File: config.mk
export PLATFORM = sky130hd
export DESIGN_NAME = debounced_four_key_hid_report
export DESIGN_NICKNAME = d
export VERILOG_FILES = /design/src/rtl/dfkhid_pkg.sv /design/src/rtl/debounced_four_key_hid_report.sv /design/src/rtl/dfkhid_engine.sv
export VERILOG_INCLUDE_DIRS = /design/src /design/src/rtl
export SDC_FILE = /design/constraint.sdc
export NUM_CORES = 1
export LEC_CHECK = 0
export BUFFER_PORTS_ARGS = -buffer_cell sky130_fd_sc_hd__buf_4
export CAP_MARGIN = 5
export CORE_MARGIN = 5
export CORE_UTILIZATION = 40
export CTS_BUF_LIST = sky130_fd_sc_hd__clkbuf_8
export CTS_CLUSTER_SIZE = 40
export DETAILED_ROUTE_END_ITERATION = 10
export PLACE_DENSITY = 0.57
export SYNTH_ARGS = -nofsm -noshare
export SYNTH_HDL_FRONTEND = slang
export SYNTH_HIERARCHICAL = 1
export SYNTH_SLANG_ARGS = --single-unit
File: constraint.sdc
create_clock -name clk -period 3.4 [get_ports clk]
set_input_delay 0.17 -clock clk [delete_from_list [all_inputs] [get_ports clk]]
set_output_delay 0.17 -clock clk [all_outputs]
set_load 0.01 [all_outputs]
File: src/rtl/debounced_four_key_hid_report_macros.svh
// Assertion macros shared by the four-key HID report block.
`ifndef DEBOUNCED_FOUR_KEY_HID_REPORT_MACROS_SVH
`define DEBOUNCED_FOUR_KEY_HID_REPORT_MACROS_SVH

// Same-cycle implication, checked at every rising edge outside reset.
`define DFKHID_ASSERT_NOW(lbl, ante, cons, msg) \
  lbl: assert property (@(posedge clk) disable iff (!rst_n) (ante) |-> (cons)) else $error(msg);

// Next-cycle implication, checked at every rising edge outside reset.
`define DFKHID_ASSERT_NEXT(lbl, ante, cons, msg) \
  lbl: assert property (@(posedge clk) disable iff (!rst_n) (ante) |=> (cons)) else $error(msg);

`endif

File: src/rtl/dfkhid_pkg.sv
// Types and constants for the four-key HID report block.
`default_nettype none

package dfkhid_pkg;

  localparam int unsigned NUM_KEYS  = 4;
  localparam int unsigned CFG_AW    = 3;
  localparam int unsigned CFG_DW    = 8;

  localparam logic [7:0] CODE_UP_RST     = 8'h52;
  localparam logic [7:0] CODE_DOWN_RST   = 8'h51;
  localparam logic [7:0] CODE_ENTER_RST  = 8'h28;
  localparam logic [7:0] CODE_ESCAPE_RST = 8'h29;
  localparam logic [7:0] SETTLE_RST      = 8'd5;

  typedef enum logic [CFG_AW-1:0] {
    CFG_CODE_UP     = 3'd0,
    CFG_CODE_DOWN   = 3'd1,
    CFG_CODE_ENTER  = 3'd2,
    CFG_CODE_ESCAPE = 3'd3,
    CFG_SETTLE      = 3'd4
  } cfg_idx_t;

  typedef enum logic {
    MODE_POLL       = 1'b0,
    MODE_GET_REPORT = 1'b1
  } mode_t;

  typedef struct packed {
    logic       mode;
    logic [3:0] pins;
    logic       host_ready;
    logic       timer_tick;
  } in_item_t;

  typedef struct packed {
    logic [7:0] slot_up;
    logic [7:0] slot_down;
    logic [7:0] slot_enter;
    logic [7:0] slot_escape;
    logic       via_control;
  } out_item_t;

  typedef struct packed {
    logic [7:0] code_up;
    logic [7:0] code_down;
    logic [7:0] code_enter;
    logic [7:0] code_escape;
    logic [7:0] settle_ticks;
  } cfg_t;

  // Step result handed from the engine to the output stage.
  typedef struct packed {
    logic      emit;
    out_item_t report;
  } step_res_t;

endpackage

`default_nettype wire

File: src/rtl/debounced_four_key_hid_report.sv
// Top level of the debounced four-key HID report block.
// A transaction is accepted into the input register, stepped from there,
// and its report, if any, waits in the output register until taken.
// Throughput: one transaction per cycle, set by the single-pass step logic;
// the input stalls only while a report waits in a stalled output register.
// Reset (rst_n low, synchronous): first scan sees all buttons as changed, a
// report is armed, scanning is on, codes and settle count take defaults.
`default_nettype none
`include "debounced_four_key_hid_report_macros.svh"

module debounced_four_key_hid_report
  import dfkhid_pkg::*;
(
  input  wire logic              clk,
  input  wire logic              rst_n,
  // poll / get-report channel
  input  wire logic              in_valid,
  output logic                   in_stall,
  input  wire in_item_t          in_data,
  // report channel
  output logic                   out_valid,
  input  wire logic              out_stall,
  output out_item_t              out_data,
  // register writes
  input  wire logic              cfg_we,
  input  wire logic [CFG_AW-1:0] cfg_addr,
  input  wire logic [CFG_DW-1:0] cfg_wdata
);

  // Configuration registers
  cfg_t cfg_r;

  always_ff @(posedge clk) begin
    if (!rst_n) begin
      cfg_r.code_up      <= CODE_UP_RST;
      cfg_r.code_down    <= CODE_DOWN_RST;
      cfg_r.code_enter   <= CODE_ENTER_RST;
      cfg_r.code_escape  <= CODE_ESCAPE_RST;
      cfg_r.settle_ticks <= SETTLE_RST;
    end else if (cfg_we) begin
      unique case (cfg_idx_t'(cfg_addr))
        CFG_CODE_UP:     cfg_r.code_up      <= cfg_wdata;
        CFG_CODE_DOWN:   cfg_r.code_down    <= cfg_wdata;
        CFG_CODE_ENTER:  cfg_r.code_enter   <= cfg_wdata;
        CFG_CODE_ESCAPE: cfg_r.code_escape  <= cfg_wdata;
        CFG_SETTLE:      cfg_r.settle_ticks <= cfg_wdata;
        default: ;  // unmapped index, write dropped
      endcase
    end
  end

  // Output register
  logic      out_valid_r, out_valid_nxt;
  out_item_t out_data_r;

  // Input register: holds one transaction until the step logic takes it.
  logic      s1_valid_r, s1_valid_nxt;
  in_item_t  s1_data_r;
  logic      s1_adv;
  logic      in_accept;
  logic      fire;

  // The step may produce a report, so only advance when the output slot is
  // empty or being drained this cycle.
  assign s1_adv    = !out_valid_r || !out_stall;
  assign in_stall  = s1_valid_r && !s1_adv;
  assign in_accept = in_valid && !in_stall;
  assign fire      = s1_valid_r && s1_adv;

  always_comb begin
    priority if (in_accept) s1_valid_nxt = 1'b1;
    else if (s1_adv)        s1_valid_nxt = 1'b0;
    else                    s1_valid_nxt = s1_valid_r;
  end

  always_ff @(posedge clk) begin
    if (!rst_n) s1_valid_r <= 1'b0;
    else        s1_valid_r <= s1_valid_nxt;
  end

  always_ff @(posedge clk) begin
    if (in_accept) s1_data_r <= in_data;
  end

  // Step logic and block state
  step_res_t step_res;

  dfkhid_engine u_engine (
    .clk   (clk),
    .rst_n (rst_n),
    .fire  (fire),
    .item  (s1_data_r),
    .cfg   (cfg_r),
    .res   (step_res)
  );

  always_comb begin
    priority if (fire && step_res.emit) out_valid_nxt = 1'b1;
    else if (!out_stall)                out_valid_nxt = 1'b0;
    else                                out_valid_nxt = out_valid_r;
  end

  always_ff @(posedge clk) begin
    if (!rst_n) out_valid_r <= 1'b0;
    else        out_valid_r <= out_valid_nxt;
  end

  always_ff @(posedge clk) begin
    if (fire && step_res.emit) out_data_r <= step_res.report;
  end

  assign out_valid = out_valid_r;
  assign out_data  = out_data_r;

  // Checks
  `DFKHID_ASSERT_NOW(a_stall_only_when_held, in_stall, s1_valid_r, "stall with empty input register")
  `DFKHID_ASSERT_NEXT(a_get_report_answers, fire && s1_data_r.mode, out_valid_r && out_data_r.via_control, "get-report gave no control answer")
  `DFKHID_ASSERT_NOW(a_no_overwrite, fire && step_res.emit, !out_valid_r || !out_stall, "report overwritten while stalled")

endmodule

`default_nettype wire

File: src/rtl/dfkhid_engine.sv
// Scan, report build and settle counter state for the four-key HID block.
`default_nettype none

module dfkhid_engine
  import dfkhid_pkg::*;
(
  input  wire logic      clk,
  input  wire logic      rst_n,
  input  wire logic      fire,
  input  wire in_item_t  item,
  input  wire cfg_t      cfg,
  output step_res_t      res
);

  logic [NUM_KEYS-1:0] levels_r, levels_nxt;
  logic                known_r, known_nxt;
  logic [NUM_KEYS-1:0] changed_r, changed_nxt;
  logic                armed_r, armed_nxt;
  logic                scan_r, scan_nxt;
  logic [7:0]          ticks_r, ticks_nxt;
  logic [7:0]          slots_r [NUM_KEYS];
  logic [7:0]          slots_nxt [NUM_KEYS];
  logic [7:0]          codes [NUM_KEYS];

  assign codes[0] = cfg.code_up;
  assign codes[1] = cfg.code_down;
  assign codes[2] = cfg.code_enter;
  assign codes[3] = cfg.code_escape;

  always_comb begin
    logic [NUM_KEYS-1:0] diff;
    logic                do_build;
    levels_nxt  = levels_r;
    known_nxt   = known_r;
    changed_nxt = changed_r;
    armed_nxt   = armed_r;
    scan_nxt    = scan_r;
    ticks_nxt   = ticks_r;
    for (int k = 0; k < NUM_KEYS; k++) slots_nxt[k] = slots_r[k];
    diff        = '0;
    do_build    = 1'b0;
    res.emit    = 1'b0;

    unique case (mode_t'(item.mode))
      MODE_GET_REPORT: begin
        res.emit = 1'b1;
        do_build = armed_r;
      end
      MODE_POLL: begin
        if (scan_r) begin
          diff      = known_r ? (item.pins ^ levels_r) : '1;
          known_nxt = 1'b1;
          if (diff != '0) begin
            levels_nxt  = item.pins;
            changed_nxt = changed_r | diff;
            scan_nxt    = 1'b0;
            armed_nxt   = 1'b1;
          end
        end
        if (item.host_ready && armed_nxt) begin
          res.emit = 1'b1;
          do_build = 1'b1;
        end
        // tick count is not cleared on a change; compare after increment
        if (item.timer_tick) begin
          ticks_nxt = ticks_r + 8'd1;
          if (ticks_nxt >= cfg.settle_ticks) begin
            ticks_nxt = '0;
            scan_nxt  = 1'b1;
          end
        end
      end
      default: ;
    endcase

    if (do_build) begin
      for (int k = 0; k < NUM_KEYS; k++) begin
        if (changed_nxt[k]) slots_nxt[k] = levels_nxt[k] ? 8'd0 : codes[k];
      end
      changed_nxt = '0;
      armed_nxt   = 1'b0;
    end

    res.report.slot_up     = slots_nxt[0];
    res.report.slot_down   = slots_nxt[1];
    res.report.slot_enter  = slots_nxt[2];
    res.report.slot_escape = slots_nxt[3];
    res.report.via_control = item.mode;
  end

  always_ff @(posedge clk) begin
    if (!rst_n) begin
      levels_r  <= '0;
      known_r   <= 1'b0;
      changed_r <= '0;
      armed_r   <= 1'b1;
      scan_r    <= 1'b1;
      ticks_r   <= '0;
      for (int k = 0; k < NUM_KEYS; k++) slots_r[k] <= '0;
    end else if (fire) begin
      levels_r  <= levels_nxt;
      known_r   <= known_nxt;
      changed_r <= changed_nxt;
      armed_r   <= armed_nxt;
      scan_r    <= scan_nxt;
      ticks_r   <= ticks_nxt;
      for (int k = 0; k < NUM_KEYS; k++) slots_r[k] <= slots_nxt[k];
    end
  end

endmodule

`default_nettype wire

==> flow_summary_export.csv <==
group,metric,value,unit
run_status,outcome,"complete, no violations",
yosys,synth-seq-cells,133,
worst_setup_path,start_kind,"flip-flop",
job,maxCapViolations,0,
cells_and_area,finalNonFillerCells,795,
placed_design,dp.cells,754,
global_routing,gr-total-overflow,0,
pwr,power,3.46,mW
global_routing,grt_pass1_wl,20.5,mm
clock_tree,cts_hold_buf,9,
cells_and_area,multiInputGateArea,2380,um^2
clock_tree,clock_latency,0.43,ns
floorplan,initial_core_util,41.0,%
worst_setup_path,critPathRequiredTime,3.72,ns
detailed_routing,drc,0,
yosys,synth_top_family_by_area,"simple AND/OR/NAND/NOR gates",
yosys,avgSynthCellArea,11.2,um^2
detailed_routing,ant_nets,0,
yosys,synth_mux_area_share,10.3,%
worst_hold_path,min_path_type,"in2reg",
yosys,syn_nets,567,
detailed_routing,vias_per_cell,5.10,
clock_tree,path_clk_slew,0.07,ns
timing,hold_violations,0,
floorplan,die_y,133,um
detailed_routing,wl_per_cell,15.9,um
timing,fmax,0.389,GHz
timing,worstMarginPinSlew,1.07,ns
global_routing,grt_max_degree,52,
worst_setup_path,crit_arrival,2.89,ns
cells_and_area,area_growth,16.6,%
pwr,leakagePower,2.84,nW
timing,slew_viol_final,0,
yosys,ys_seq_area_share,56.3,%
cells_and_area,drive_above_1_share,16.9,%
timing,grt_setup_unrepaired,"false",
clock_tree,cts_post_setup_buffers_inserted,0,
worst_setup_path,crit_fanout,7,
clock_tree,cts_root_buf,"clkbuf_8",
worst_hold_path,whs_path_depth,3,
clock_tree,htreeDepth,4,
detailed_routing,drt-pass1-iter-count,4,
placed_design,dp_hpwl,8.52,mm
yosys,synth_edf_count,72,
worst_setup_path,setup.worst_path.end_class,"flip-flop",
worst_setup_path,worstReg2RegStart,"u_engine/ticks_r[0]$_SDFFE_PN0P_",
yosys,synthXorXnorAreaFrac,1.46,%
floorplan,die_w,133,um
floorplan,row_count,44,
yosys,synth_adder_area_share,1.87,%
timing,setup-tns-final,0,ns
global_routing,grt_pass1_vias,4026,
yosys,yosys.area_share.simple,16.6,%
cells_and_area,layout.nets,630,
worst_setup_path,r2r_cells,10,
yosys,syn_inst,535,
worst_hold_path,min-delay-start,"cfg_wdata[1]",
yosys,synth-compound-area-share,9.37,%
timing,fin_crit_sh,75.6,%
detailed_routing,vias,4051,
pwr,vdd_drop_max,0.273,mV
floorplan,io_pins,58,
yosys,syn_area,6010,um^2
clock_tree,clk_path_buf_depth,2,
cells_and_area,fillCellCount,1363,
clock_tree,cts_num_sinks,133,
floorplan,core_region_area,14600,um^2
yosys,synth-main-ff-cell,"edfxtp_1",
timing,slew_headroom,28.3,%
clock_tree,numCtsBuffers,17,
worst_setup_path,path_class,"reg2reg",
yosys,yosysWarnings,6,
detailed_routing,dr.first_iter.drc_count,218,
cells_and_area,antenna_cells,0,
timing,skew,0.00641,ns
yosys,synth_top_cell_area_share,36.0,%
placed_design,io_buffers,57,
cells_and_area,register_area,3380,um^2
yosys,yosysTopAreaCell,"edfxtp_1",
timing,min_period,2.57,ns
yosys,synthArstFlopShare,0,%
yosys,synth_cell_types,47,
placed_design,gp_congestion,0.733,
global_routing,grt_usage,14.8,%
detailed_routing,drt-total-wl,12.7,mm
worst_setup_path,timing.critical_path.from,"u_engine/ticks_r[0]$_SDFFE_PN0P_",
global_routing,antenna_found_initial,0,
clock_tree,tritoncts,"built",
pwr,power_density,494,nW/um^2
floorplan,die-area,17600,um^2
timing,finalSetupViolations,0,
yosys,synthTopCellsByArea,"edfxtp_1 (36%), dfxtp_1 (20%), mux2i_1 (9.5%)",
clock_tree,cts-resized-gates,0,
[Yosys cell counts (4+ instances only)]
cell,count
buf_2,6
dfxtp_1,61
o211a_1,4
clkbuf_1,13
xnor2_1,7
nor2_1,10
ha_1,9
nand4b_1,25
nand3_1,13
o21ai_0,6
buf_4,6
nand2_1,93
nor2b_1,26
o21ai_1,25
and3_1,4
inv_1,16
a22o_1,6
a21oi_1,30
o31ai_1,4
mux2i_1,57
edfxtp_1,72
buf_6,5
[cells by family (layout without fill, tap and decap cells)]
logic type	after synthesis	after routing
buf+inv	47	123
simple gates	187	187
compound gates	89	89
fa+ha+maj	9	9
xor+xnor	10	10
mux	60	60
flops	133	133
[placed cells by master (no fill, tap or decap), types with 3 or more instances in the layout]
master         synthesis  layout
buf_4                  6      66
nand3_1               13      13
nand2_1               93      93
clkbuf_8               0      18
dfxtp_1               61      61
a22o_1                 6       6
o21ai_1               25      25
clkinv_2               0       3
xor2_1                 3       3
a21oi_1               30      30
o211a_1                4       4
nor2_1                10      10
nand4b_1              25      25
and3_1                 4       4
o31ai_1                4       4
mux2i_1               57      57
xnor2_1                7       7
dlygate4sd3_1          0       9
nand2b_1               3       3
ha_1                   9       9
clkinv_1               0       6
edfxtp_1              72      72
o21ai_0                6       6
inv_1                 16      17
nor2b_1               26      26
and2_1                 3       3
[worst paths after layout]
kind,endpoint,slack [ns]
worst max-delay path,u_engine/ticks_r[5]$_SDFFE_PN0P_,0.83
worst min-delay path,cfg_r[33]$_SDFFE_PN1P_,0.03
worst max register to register,u_engine/ticks_r[5]$_SDFFE_PN0P_,0.83
worst min register to register,cfg_r[7]$_SDFFE_PN0P_,0.46
[power breakdown]
group	switching [mW]	internal (mW)	total (mW)
Clock	0.589	0.649	1.24
Combinational	0.239	0.162	0.401
Sequential	0.0349	1.78	1.82
Total	0.864	2.59	3.46
[through the flow]
stage / hold WS [ns] / setup WS (ns) / instance area [um^2] / util (%)
finish: 0.0316 / 0.831 / 7010 / 47.8
global route: 0.0313 / 0.597 / 7010 / 47.8
CTS: 0.000937 / 0.859 / 7010 / 47.8
detailed placement: 0.349 / 0.861 / 6550 / 44.7
global placement: 0.348 / 0.982 / 6550 / 44.7
floorplan: 0.269 / 0.963 / 6010 / -
[flip-flops by register name, indices dropped and copies added, names as in the netlist]
| register | flops |
|---|---|
| cfg_r | 40 |
| out_data | 33 |
| out_valid | 1 |
| s1_data_r | 7 |
| s1_valid_r | 1 |
| u_engine/armed_r | 1 |
| u_engine/changed_r | 4 |
| u_engine/known_r | 1 |
| u_engine/levels_r | 4 |
| u_engine/scan_r | 1 |
| u_engine/slots_r | 32 |
| u_engine/ticks_r | 8 |
[critical path: stages (launching register included)]
cell,delay (ns)
dfxtp_1,0.42
ha_1,0.25
nand3_1,0.13
nor2_1,0.16
xor2_1,0.10
ha_1,0.30
and4_1,0.17
o21ai_0,0.07
o21bai_1,0.36
nor2_2,0.16
a221o_1,0.33
[final cells by class]
| type | count | area share (%) |
|---|---|---|
| flip-flops and latches | 133 | 48.3 |
| repair buffers | 75 | 8.36 |
| clock buffers | 18 | 3.54 |
| inverters | 16 | 0.857 |
| clock inverters | 14 | 1.68 |
| multi-input cells | 355 | 34.0 |
| well taps | 184 | 3.29 |
[per-layer routing]
metal  routed length [um]  up-vias  GRT usage, %
met4                  233        0          6.99
li1                     -     2049             -
met3                  419       18          3.38
met1                 6020     1914          19.1
met5                    0        -             0
met2                 5990       70          23.7
(Power assumes the default switching activity.)
